`config.mk`:
```
export PLATFORM = sky130hd
export DESIGN_NAME = pct_ram
export DESIGN_NICKNAME = d
export VERILOG_FILES = /design/src/rtl/pct_ram.sv
export SDC_FILE = /design/constraint.sdc
export NUM_CORES = 1
export LEC_CHECK = 0
export BUFFER_PORTS_ARGS = -buffer_cell sky130_fd_sc_hd__buf_2
export CAP_MARGIN = 10
export CORE_UTILIZATION = 30
export DETAILED_ROUTE_END_ITERATION = 6
export PLACE_DENSITY = 0.5
export SETUP_SLACK_MARGIN = 0.05
export SYNTH_ARGS = -nofsm -noshare
export SYNTH_HDL_FRONTEND = slang
export SYNTH_SLANG_ARGS = --single-unit
```
`constraint.sdc`:
```
create_clock -name clk -period 3.15 [get_ports clk]
set_input_delay 0 -clock clk [delete_from_list [all_inputs] [get_ports clk]]
set_output_delay 0 -clock clk [all_outputs]
set_load 0.02 [all_outputs]
```
`src/rtl/pct_ram.sv`:
```
// ----------------------------------------------------------------------------
// pct_ram
// Generic single-write, single-read synchronous RAM with registered read.
// ----------------------------------------------------------------------------
module pct_ram #(
    parameter int WIDTH = 32,
    parameter int DEPTH = 16
) (
    input  logic                     clk,
    input  logic                     we,
    input  logic [$clog2(DEPTH)-1:0] waddr,
    input  logic [WIDTH-1:0]         wdata,
    input  logic [$clog2(DEPTH)-1:0] raddr,
    output logic [WIDTH-1:0]         rdata
);

    logic [WIDTH-1:0] mem [DEPTH];

    always_ff @(posedge clk)
    begin
        if (we)
        begin
            mem[waddr] <= wdata;
        end
        rdata <= mem[raddr];
    end

endmodule

```
Yosys cells after proc, flatten, opt, wreduce, memory -nomap -nowiden. Memory sizes are Yosys's and may differ from the RTL's. A register that Yosys moved wholly into a read port is not among the register bits. Index checks and enable logic that the tools add are counted.

Input bits: 42. Bits in registers: 0. Memories kept: 1. Word-level logic and storage cells: 3. Bits in writable memories: 512.

Memories: mem (depth 16, width 32, read ports 1, clocked after Yosys merged registers in 1, wr ports 1, RTL line 17) `logic [WIDTH-1:0] mem [DEPTH];`.

Multiplexer cells: 2.

Operators with widths (count): $mux 1 (2).

Longest topological paths before layout.
Depth after elaboration: 2. Mapped depth: 5.

Least setup slack after synthesis. OpenSTA, ideal clock, no wires.

Path type: input to register. Start: input waddr[2]. End: memory mem[0][0], enable pin. Stages: 2. Path buffers: 0. Library setup time: 461 ps. Path slack: -30 ps. Arrival time: 2718 ps. Required time: 2689 ps. Cell sequence: or3b_2 nor3_1.

RTL lines: start: declaration (RTL line 11) `input logic [$clog2(DEPTH)-1:0] waddr,`; end: declaration (RTL line 17).

No word-level cell before the write port.

==> metrics.txt <==
most common cell after layout, fill and taps aside edfxtp_1; Detail Route Antenna Nets 0; die area 67210 µm²; worst hold slack 64.65 ps; Die Y 259.3 µm; Final Critical Period 1315 ps; root buf cell clkbuf_16; Setup TNS Final 0 ps; fmax 0.7602 GHz; largest net degree at the start of global routing 94; CTS Buf Count 56; setup bufs post-CTS 0; Nets 1031; worst min-delay path class input pin to flop; die width 259.3 µm; synthesized cell area 19850 µm²; fin util 36.46%; CP arrival 1790 ps; Lkg Pwr 0.007531 µW; register area share after synthesis 80.67%; sequential power share 52.9%; GPL Wtd Cong 0.6777; sw frac 20.92%; gr ovfl total 0; initial core utilization 30.58%; layout cells sized above 1 32.24%; Resized Gates After CTS 0; total power 15390 µW; Slew HR 39.25%; Post-Syn Nets 880; first-pass GRT wire length 65370 µm; crit-path max FO 1; RSZ-0062 raised after global routing no; status complete, no violations; most frequent cells in the layout edfxtp_1, mux4_2, buf_2, a22oi_1, clkbuf_16; Setup crit start kind flop; Switch Pwr 3220 µW; Port Buffer Count 73; Core ar. 64930 µm²; Tot GR Track Use 13.41%; Inserted Diodes 0; DR WL/cell 23.48 µm; # rows 93; Yosys top cell area share 77.44%; final hold violations 0; Worst-Margin Slew 911.2 ps; TritonCTS clock tree yes; crit path capture type flop; reg-to-reg critical path startpoint mem[11][21]; Worst-path clk slew 60 ps; vias in the first global route 9693; Comb power frac 5.2%; final setup fails 0; Area contributors post-synth edfxtp_1, mux4_2, dfxtp_1; Critical Path Start mem[11][21]; Syn Inst Count 838; Clock Path Buffers 3; CP required 3620 ps; Cell variety after synth 18; multi-input logic area 3756 µm²; Routed WL 44410 µm; Vias per Instance 4.813; min-delay src raddr[2]; synthesized area per cell 23.69 µm²; First DRT Iteration DRCs 832; kind of critical path flop to flop; register cell area after layout 16020 µm²; Final Max Slew Viols 0; yosys warns 0; VDD IR-drop max 0.3495 mV; worst skew pair latency 600 ps; Residual DRC 0; vias 9101; part of the cycle the worst path needs 41.76%; Yosys reg bits 544; dpl hpwl 22520 µm; leading area contributor after synthesis edfxtp_1; clk_skew 15.42 ps; TritonRoute pass-1 iters 5; Pint 12170 µW; io pins 74; Clock Power Share 41.9%; fill cell count 5973; H-tree depth 2; initial antenna violation count 2; Area growth syn-to-layout 19.23%; Hold Buf Count CTS 32; Max-Cap Viols 0; # clock sinks 544; pwr/cell area 650.1 nW/µm²
[power groups by stage]
stage | Clock (µW) | Combinational [µW] | Sequential (µW)
finish | 6440 | 800 | 8150
global route | 6880 | 867 | 8160
CTS | 6620 | 820 | 8150
detailed placement | 0 | 784 | 8300
global placement | 0 | 775 | 8300
floorplan | 0 | 389 | 8340
[worst paths after layout]
| check | endpoint | slack, ps | cells past startpoint |
|---|---|---|---|
| worst max-delay path | rdata[21] | 1830 | 3 |
| worst min-delay path | rdata[31] | 60 | 4 |
| worst max register to register | rdata[21] | 1830 | 3 |
| worst min register to register | rdata[2] | 670 | 3 |
[state kept, by name, indices dropped and copies added, names as in the netlist]
name   count
rdata     32
mem      512
[cell type report]
| class | instances | share of cell area [%] |
|---|---|---|
| Sequential cell | 544 | 67.66 |
| Multi-Input combinational cell | 251 | 15.87 |
| Clock buffer | 74 | 6.507 |
| Tap cell | 855 | 4.519 |
| Timing Repair Buffer | 136 | 4.366 |
| Clock inverter | 31 | 1.084 |
[synthesized netlist by cell type]
cell / n
buf_4: 11
mux4_2: 128
buf_1: 9
and2_1: 1
edfxtp_1: 512
nand2b_1: 2
nand3b_1: 2
or3b_2: 1
nor2b_1: 2
clkbuf_1: 17
dfxtp_1: 32
nor2_1: 13
nor3_1: 4
buf_6: 2
nand3_1: 1
nand2_1: 33
a22oi_1: 64
buf_2: 4
[through the flow]
stage | instance area [µm²] | cells | worst slack [ps]
floorplan | 19860 | 838 | 270.7
global placement | 21550 | 1754 | 1320
detailed placement | 21550 | 1754 | 1320
CTS | 23670 | 1891 | 1788
global route | 23670 | 1891 | 1742
finish | 23670 | 1891 | 1835
[per-layer routing]
layer / GRT usage [%] / wire (µm) / up-vias
li1: - / - / 3886
met5: 0 / 26 / -
met1: 19.45 / 20910 / 4908
met3: 2.636 / 2282 / 71
met2: 20.39 / 20200 / 232
met4: 4.052 / 989 / 4
[kinds of logic (layout without fill, tap and decap cells)]
family	after synthesis	count (layout)	synth area share [%]
AND/OR/NAND/NOR	59	59	1.273
flip-flops	544	544	80.67
multiplexers	128	128	14.52
buffers and inverters	43	241	1.122
AO/OA/AOI/OAI	64	64	2.420
[worst max-delay path, stage by stage (launching register included)]
cell      delay [ps]
edfxtp_1         370
mux4_2           470
a22oi_1          230
nand2_1          120
(Power assumes the default switching activity.)
